$ cat src/rtl/core/pcr_pkg.sv
// Shared types and constants for the palette colour replacement core.
// No dependencies; imported by the core and its port checker.
package pcr_pkg;

    localparam int PALETTE_ENTRIES = 32;

    localparam int RGB_W      = 24;
    localparam int CHAN_W     = 8;
    localparam int INDEX_W    = 5;

    // s_axis tdata: entry_index, red, green, blue, alpha, repl r/g/b (61 bits used)
    localparam int S_TDATA_W  = 64;
    // m_axis tdata: out_red, out_green, out_blue, out_alpha
    localparam int M_TDATA_W  = 32;

    localparam logic [CHAN_W-1:0] ALPHA_OPAQUE = 8'hFF;
    localparam logic [CHAN_W-1:0] ALPHA_CLEAR  = 8'h00;

    typedef enum logic {
        MODE_PIXEL = 1'b0,
        MODE_LOAD  = 1'b1
    } mode_t;

    typedef logic [RGB_W-1:0] rgb_t;

endpackage

$ cat src/rtl/core/palette_color_replace_core.sv
// Palette colour replacement core: register-held palette with parallel match.
// Depends on pcr_pkg.
//
// A pixel passes the stage 1 register and the result register to m_axis.
// Throughput: one item per cycle while m_axis is not stalled; loads and
// pixels may be mixed back to back. Load items produce no output and are
// written to the palette in stage 1. Reset (aresetn low, synchronous)
// clears the palette to black->black and empties both stages.
module palette_color_replace_core
    import pcr_pkg::*;
(
    input  logic                 aclk,
    input  logic                 aresetn,

    input  logic                 s_tvalid,
    output logic                 s_tready,
    // [4:0] entry_index, [12:5] red, [20:13] green, [28:21] blue,
    // [36:29] alpha, [44:37] repl_red, [52:45] repl_green, [60:53] repl_blue
    input  logic [S_TDATA_W-1:0] s_tdata,
    // [0] mode
    input  logic [0:0]           s_tuser,

    output logic                 m_tvalid,
    input  logic                 m_tready,
    // [7:0] out_red, [15:8] out_green, [23:16] out_blue, [31:24] out_alpha
    output logic [M_TDATA_W-1:0] m_tdata,
    // [0] replaced
    output logic [0:0]           m_tuser
);

    // stage 1 (input register)
    logic                s1_valid_reg, s1_valid_next;
    mode_t               s1_mode_reg;
    logic [INDEX_W-1:0]  s1_index_reg;
    rgb_t                s1_rgb_reg;
    logic [CHAN_W-1:0]   s1_alpha_reg;
    rgb_t                s1_repl_reg;

    // palette
    rgb_t                base_reg [PALETTE_ENTRIES];
    rgb_t                repl_reg [PALETTE_ENTRIES];

    // result register
    logic                m_tvalid_reg, m_tvalid_next;
    logic [M_TDATA_W-1:0] m_tdata_reg, m_tdata_next;
    logic                m_tuser_reg, m_tuser_next;

    logic                s_transfer;
    logic                out_free;
    logic                s1_is_pixel;
    logic                s1_is_load;
    logic [PALETTE_ENTRIES-1:0] hit;
    logic [PALETTE_ENTRIES-1:0] first_hit;
    rgb_t                sel_repl;
    logic                do_replace;

    assign out_free    = !m_tvalid_reg || m_tready;
    assign s1_is_pixel = s1_valid_reg && (s1_mode_reg == MODE_PIXEL);
    assign s1_is_load  = s1_valid_reg && (s1_mode_reg == MODE_LOAD);

    // a load always leaves stage 1; a pixel waits for the result register
    assign s_tready    = !s1_valid_reg || s1_is_load || out_free;
    assign s_transfer  = s_tvalid && s_tready;

    assign s1_valid_next = s_tready ? s_tvalid : s1_valid_reg;

    always_ff @(posedge aclk) begin
        if (!aresetn) begin
            s1_valid_reg <= 1'b0;
        end else begin
            s1_valid_reg <= s1_valid_next;
        end
    end

    always_ff @(posedge aclk) begin
        if (s_transfer) begin
            s1_mode_reg  <= mode_t'(s_tuser[0]);
            s1_index_reg <= s_tdata[4:0];
            s1_rgb_reg   <= {s_tdata[12:5], s_tdata[20:13], s_tdata[28:21]};
            s1_alpha_reg <= s_tdata[36:29];
            s1_repl_reg  <= {s_tdata[44:37], s_tdata[52:45], s_tdata[60:53]};
        end
    end

    // Palette write happens in stage 1 so a pixel right behind a load sees it.
    // The 5-bit index covers all 32 entries, so every load writes an entry.
    always_ff @(posedge aclk) begin
        if (!aresetn) begin
            for (int i = 0; i < PALETTE_ENTRIES; i++) begin
                base_reg[i] <= '0;
                repl_reg[i] <= '0;
            end
        end else if (s1_is_load) begin
            for (int i = 0; i < PALETTE_ENTRIES; i++) begin
                if (int'(s1_index_reg) == i) begin
                    base_reg[i] <= s1_rgb_reg;
                    repl_reg[i] <= s1_repl_reg;
                end
            end
        end
    end

    // parallel compare, lowest index wins via isolate-lowest-set-bit
    always_comb begin
        for (int i = 0; i < PALETTE_ENTRIES; i++) begin
            hit[i] = (base_reg[i] == s1_rgb_reg);
        end
    end

    assign first_hit = hit & (~hit + PALETTE_ENTRIES'(1));

    always_comb begin
        sel_repl = '0;
        for (int i = 0; i < PALETTE_ENTRIES; i++) begin
            sel_repl = sel_repl | (repl_reg[i] & {RGB_W{first_hit[i]}});
        end
    end

    assign do_replace = (|hit) && (s1_alpha_reg != ALPHA_CLEAR);

    always_comb begin
        m_tvalid_next = m_tvalid_reg;
        m_tdata_next  = m_tdata_reg;
        m_tuser_next  = m_tuser_reg;
        if (out_free) begin
            m_tvalid_next = s1_is_pixel;
            if (do_replace) begin
                m_tdata_next = {ALPHA_OPAQUE, sel_repl[7:0], sel_repl[15:8], sel_repl[23:16]};
                m_tuser_next = 1'b1;
            end else begin
                m_tdata_next = {s1_alpha_reg, s1_rgb_reg[7:0], s1_rgb_reg[15:8],
                                s1_rgb_reg[23:16]};
                m_tuser_next = 1'b0;
            end
        end
    end

    always_ff @(posedge aclk) begin
        if (!aresetn) begin
            m_tvalid_reg <= 1'b0;
        end else begin
            m_tvalid_reg <= m_tvalid_next;
        end
    end

    always_ff @(posedge aclk) begin
        m_tdata_reg <= m_tdata_next;
        m_tuser_reg <= m_tuser_next;
    end

    assign m_tvalid   = m_tvalid_reg;
    assign m_tdata    = m_tdata_reg;
    assign m_tuser[0] = m_tuser_reg;

endmodule

$ cat config.mk
export PLATFORM = sky130hd
export DESIGN_NAME = palette_color_replace_core
export DESIGN_NICKNAME = d
export VERILOG_FILES = /design/src/rtl/core/pcr_pkg.sv /design/src/rtl/core/palette_color_replace_core.sv
export SDC_FILE = /design/constraint.sdc
export NUM_CORES = 2
export LEC_CHECK = 0
export ABC_CLOCK_PERIOD_IN_PS = 8000
export BUFFER_PORTS_ARGS = -buffer_cell sky130_fd_sc_hd__buf_4
export CAP_MARGIN = 20
export CORE_UTILIZATION = 59
export DETAILED_ROUTE_END_ITERATION = 16
export MAX_ROUTING_LAYER = met4
export PLACE_DENSITY = 0.76
export SLEW_MARGIN = 20
export SYNTH_ARGS = -nofsm -noshare
export SYNTH_HDL_FRONTEND = slang
export SYNTH_SLANG_ARGS = --single-unit
$ cat constraint.sdc
create_clock -name aclk -period 8 [get_ports aclk]
set_clock_uncertainty 0.05 [all_clocks]
set_input_delay 0.8 -clock aclk [delete_from_list [all_inputs] [get_ports aclk]]
set_output_delay 0.8 -clock aclk [all_outputs]
set_load 0.005 [all_outputs]
# Word level (Yosys, flattened, before mapping)
# Memory sizes are Yosys's and may differ from the RTL's.
# Index checks and enable logic that the tools add are counted.
[op_classes] addsub=1 n_eq_ne=63 n_mux=195 n_bitwise=130 n_reduce_logical=12
[ops] operator="two-way mux 24 bit" count=65
[ops] operator="AND 24 bit" count=32
[ops] operator="equality test 24 bit" count=32
[ops] operator="bitwise OR 24 bit" count=31
[ops] operator="two-way mux 1 bit" count=130
[ops] operator="equality test 5 bit (second input constant)" count=16
[ops] operator="bitwise OR 1 bit" count=64
[ops] operator="equality test 5 x 4 -> 1 bit (second input constant)" count=8
[ops] operator="adder 32 x 1 -> 32 bit (second input constant)" count=1
[ops] operator="AND 32 bit" count=1
[ops] operator="NOT 32 bit" count=1
[ops] operator="OR reduction 32 bit" count=1
[ops] operator="equality test 5 x 3 -> 1 bit (second input constant)" count=4
[ops] operator="equality test 5 x 2 -> 1 bit (second input constant)" count=2
[ops] operator="nonzero test 8 bit" count=1
[ops] operator="equality test 5 x 1 -> 1 bit (second input constant)" count=1
[ops] operator="logical NOT 5 bit" count=1
[ops] operator="logical AND 1 bit" count=4
[ops] operator="logical OR 1 bit" count=3
[ops] operator="logical NOT 1 bit" count=2
[ops] operator="NOT 1 bit" count=1
[word_totals] reg_bits=97 mem_bits_rw=1536 input_bits=69 output_inout_bits=35 wordCells=413 memories=2
[memory_table] name="base_reg" words=32 word_bits=24 read_ports=32 rd_ports_with_merged_regs=0 write_ports=32 line="palette_color_replace_core.sv:40" text="rgb_t base_reg [PALETTE_ENTRIES];"
[memory_table] name="repl_reg" words=32 word_bits=24 read_ports=32 rd_ports_with_merged_regs=0 write_ports=32 line="palette_color_replace_core.sv:41" text="rgb_t repl_reg [PALETTE_ENTRIES];"

# Longest topological paths before layout
# An unclocked memory read counts as a cell.
[logic_depth] ltp_word=38 depth_mapped=17 ltp_nobuf=11

# Worst setup path before layout
# Ideal clock, no wire load.
[synth_timing] path_type="input-to-reg" startpoint="input port m_tready" endpoint="register s1_alpha_reg[0] (enable)" setup_ns=0.488 arrival_ns=4.660 required_ns=7.462 slack_ns=2.802 stages=3 path_buffers=0 path_cell_list="nand2b_1 > nor2_1 > nor2b_1"
[synth_between] elab_chain_len=3
[synth_lines] item="from (decl)" line="palette_color_replace_core.sv:24" text="input logic m_tready,"
[synth_lines] item="logical OR 1 bit" line="palette_color_replace_core.sv:57" text="assign out_free = !m_tvalid_reg || m_tready;"
[synth_lines] item="logical OR 1 bit" line="palette_color_replace_core.sv:62" text="assign s_tready = !s1_valid_reg || s1_is_load || out_free;"
[synth_lines] item="logical AND 1 bit" line="palette_color_replace_core.sv:63" text="assign s_transfer = s_tvalid && s_tready;"
[synth_lines] item="net s_transfer" line="palette_color_replace_core.sv:48" text="logic s_transfer;"
[synth_lines] item="to (signal assigned)" line="palette_color_replace_core.sv:80" text="s1_alpha_reg <= s_tdata[36:29];"
[synth_lines] item="to (decl)" line="palette_color_replace_core.sv:36" text="logic [CHAN_W-1:0] s1_alpha_reg;"
# The timed path passes the listed nets, and every way through them passes these cells.
# A chain may end at the register's enable or synchronous reset.

# Worst setup path after layout
[layout_timing] startpoint="register s1_rgb_reg[2]" endpoint="register m_tdata_reg[18], in the netlist m_tdata[18] (data pin)"
[layout_between] elab_chain_len=37 word_cells_on_any_way=101 classes_between="1 x add/sub; 32 x eq/ne; 1 x mux; 65 x bitwise; 2 x reduce/logical"
[layout_lines] item="from (decl)" line="palette_color_replace_core.sv:35" text="rgb_t s1_rgb_reg;"
[layout_lines] item="from (signal assigned)" line="palette_color_replace_core.sv:79" text="s1_rgb_reg <= {s_tdata[12:5], s_tdata[20:13], s_tdata[28:21]};"
[layout_lines] item="equality test 24 bit" line="palette_color_replace_core.sv:106" text="hit[i] = (base_reg[i] == s1_rgb_reg);"
[layout_lines] item="NOT 32 bit" line="palette_color_replace_core.sv:110" text="assign first_hit = hit & (~hit + PALETTE_ENTRIES'(1));"
[layout_lines] item="adder 32 x 1 -> 32 bit" line="palette_color_replace_core.sv:110"
[layout_lines] item="AND 32 bit" line="palette_color_replace_core.sv:110"
[layout_lines] item="AND 24 bit" line="palette_color_replace_core.sv:115" text="sel_repl = sel_repl | (repl_reg[i] & {RGB_W{first_hit[i]}});"
[layout_lines] item="bitwise OR 24 bit (31 in a row)" line="palette_color_replace_core.sv:115"
[layout_lines] item="two-way mux 24 bit (*)" line="palette_color_replace_core.sv:127" text="if (do_replace) begin"
[layout_lines] item="to (signal assigned)" line="palette_color_replace_core.sv:147" text="m_tdata_reg <= m_tdata_next;"
[layout_lines] item="to (decl)" line="palette_color_replace_core.sv:45" text="logic [M_TDATA_W-1:0] m_tdata_reg, m_tdata_next;"
# Every way passes the cells marked *; elsewhere a longest branch is shown, timed or not.

==> flow_summary.json <==
{
  "status": "finished, final reports clean",
  "grt_pass1_wl_um": 286000,
  "power_mw": 18.4,
  "grt_start_max_net_pins": 84,
  "rsz0062_at_grt": "false",
  "cts_buffers": 163,
  "grt_antenna_before_repair": 2,
  "drive_gt1_share_pct": 11.5,
  "die_w_um": 345,
  "row_count": 125,
  "syn2layout_area_growth_pct": 11.1,
  "synth.area.top_cells": "edfxtp_1 (71%), xor2_1 (5.8%), nor2_1 (5.1%), xnor2_1 (3.9%), nor4_1 (1.5%)",
  "synth_compound_area_share_pct": 4.59,
  "ys_types": 79,
  "min_path_type": "input port to register",
  "totalWireLength_um": 198000,
  "maxSlewViolCount": 0,
  "cts.sinks": 1633,
  "reg2reg_slack_ns": 1.77,
  "die_area_mm2": 0.119,
  "cts_root_buf": "clkbuf_16",
  "dieHeight_um": 345,
  "fin_util_pct": 66.2,
  "synthSimpleGateAreaFrac_pct": 11.7,
  "grtUsageTotal_pct": 34.7,
  "ys_ff_latch": 1633,
  "drv_cap": 0,
  "dp_slack_ns": 2.14,
  "synth.top_cell.area_share_pct": 70.7,
  "start_util_pct": 59.5,
  "drtAntennaViolNets": 0,
  "clk_pin_slew_worst_paths_ns": 0.06,
  "design_area_mm2": 0.0770,
  "synthXorXnorAreaFrac_pct": 9.72,
  "netlist_instances": 4980,
  "final_common_cell": "edfxtp_1",
  "core_area_mm2": 0.116,
  "worst_setup_path_start_kind": "register",
  "dpl_cell_area_mm2": 0.0720,
  "crit_family": "simple AND/OR/NAND/NOR gates",
  "finalWeightedCongestion": 0.922,
  "tritoncts": "yes",
  "vias": 44600,
  "place_inst": 6444,
  "drt_first_pass_iters": 8,
  "worst_slew_pin_slew_ns": 1.21,
  "final_nets": 5156,
  "ctsResizeCount": 0,
  "yosysSeqAreaShare_pct": 70.7,
  "first_global_vias": 42300,
  "io_buffers": 100,
  "synth_largest_area_cell": "edfxtp_1",
  "cp_data_arrival_time_ns": 6.63,
  "avgSynthCellArea_um2": 13.9,
  "synth_mux_area_share_pct": 0.0163,
  "crit_path_max_incr_delay_ns": 0.94,
  "setup_viol": 0,
  "ys_async_sr_fraction_pct": 0,
  "io_pins": 104,
  "min_period_ns": 6.23,
  "path_class": "register to register",
  "synth_adder_area_share_pct": 0,
  "fmax_ghz": 0.160,
  "worst-path-buf-inv": 2,
  "cp.required_ns": 8.40,
  "clock_latency_ns": 0.79,
  "power.density_mw_per_mm2": 239,
  "p_leak_nw": 27.0,
  "fill_cells": 8066,
  "ir_drop_mv": 0.174,
  "cts_setup_buffers": 0,
  "layout_common_cells": "edfxtp_1 (1631), nor2_1 (932), xor2_1 (461)",
  "avgViaCountPerCell": 6.61,
  "crit_fanout": 37,
  "cts_hold_buf": 0,
  "end_kind": "register",
  "ys_warn_count": 0,
  "htree_levels": 4,
  "syn_nets": 5049,
  "fin_tns_setup_ns": 0,
  "wire_per_inst_um": 29.4,
  "place_hpwl_um": 118000,
  "drc": 0,
  "ys.flop_type": "edfxtp_1",
  "hold_violations": 0,
  "syn_area_mm2": 0.0693,
  "synth_top_family_by_area": "simple AND/OR/NAND/NOR gates",
  "hold_slack_ns": 0.129,
  "clk_path_buf_depth": 3,
  "drtIter0Drc": 7367,
  "crit_slowest_cell": "nor3_1",
  "slew_headroom_pct": 18.6,
  "fin_cells": 6744,
  "path_cells": "buf_4, xor2_1, nor4_1, nand4_1, nor3_1, or3_1, nor2_4, buf_4, nand3_1, o2111ai_1, nor4_1, a31oi_1",
  "finalWorstSetupSlack_ns": 1.77,
  "post-route-period-util_pct": 77.9,
  "synth_edf_count": 1631,
  "grt_overflow": 0
}
[power breakdown]
group | total [mW] | switching [mW] | internal [mW]
Sequential | 10.1 | 0.179 | 9.88
Clock | 7.26 | 3.22 | 4.04
Combinational | 1.06 | 0.754 | 0.310
[cell families after synthesis]
kind of cell           count (synthesis)
AND/OR/NAND/NOR                     1740
flip-flops                          1633
XOR/XNOR                             768
buffers and inverters                447
AO/OA/AOI/OAI                        391
multiplexers                           1
[synth_stat cells (15+ instances only)]
| library cell | number |
|---|---|
| xnor2_1 | 306 |
| a222oi_1 | 54 |
| clkbuf_1 | 202 |
| nor4_1 | 165 |
| nand2_1 | 176 |
| nand4_1 | 163 |
| and4_1 | 31 |
| edfxtp_1 | 1631 |
| xor2_1 | 461 |
| a21oi_1 | 21 |
| nor2_1 | 936 |
| and3_1 | 37 |
| a221oi_1 | 22 |
| buf_2 | 48 |
| o2111ai_1 | 20 |
| or2_2 | 15 |
| a31oi_1 | 31 |
| inv_1 | 101 |
| nor3_1 | 49 |
| buf_1 | 18 |
| a22o_1 | 35 |
| nand3_1 | 106 |
| o21ai_0 | 26 |
| buf_4 | 36 |
| buf_6 | 31 |
| a22oi_1 | 78 |
[metal layers]
metal | global-route usage (%) | up-vias | share of wire, %
met5 | - | - | 0
met4 | 12.7 | 0 | 3.9
met3 | 7.87 | 468 | 14
met2 | 51.3 | 3462 | 46
met1 | 47.3 | 22100 | 36
li1 | - | 18500 | -
[worst paths after layout]
| kind | end | start | cells after the start |
|---|---|---|---|
| max reg2reg | m_tdata[18] | s1_rgb_reg[2] | 12 |
| max | m_tdata[18] | s1_rgb_reg[2] | 12 |
| min reg2reg | m_tdata[31] | s1_alpha_reg[7] | 1 |
| min | s1_alpha_reg[2] | s_tdata[31] | 1 |
[layout make-up]
type | count | area [um2] | share of cell area, %
Inverter | 103 | 387 | 0.502
Multi-Input combinational cell | 2900 | 18400 | 24.0
Timing Repair Buffer | 286 | 2280 | 2.96
Tap cell | 1524 | 1910 | 2.48
Clock inverter | 93 | 678 | 0.881
Sequential cell | 1633 | 49000 | 63.7
Clock buffer | 203 | 4270 | 5.55
Antenna cell | 2 | 5.00 | 0.00650
Power figures use the tool's default switching activity.
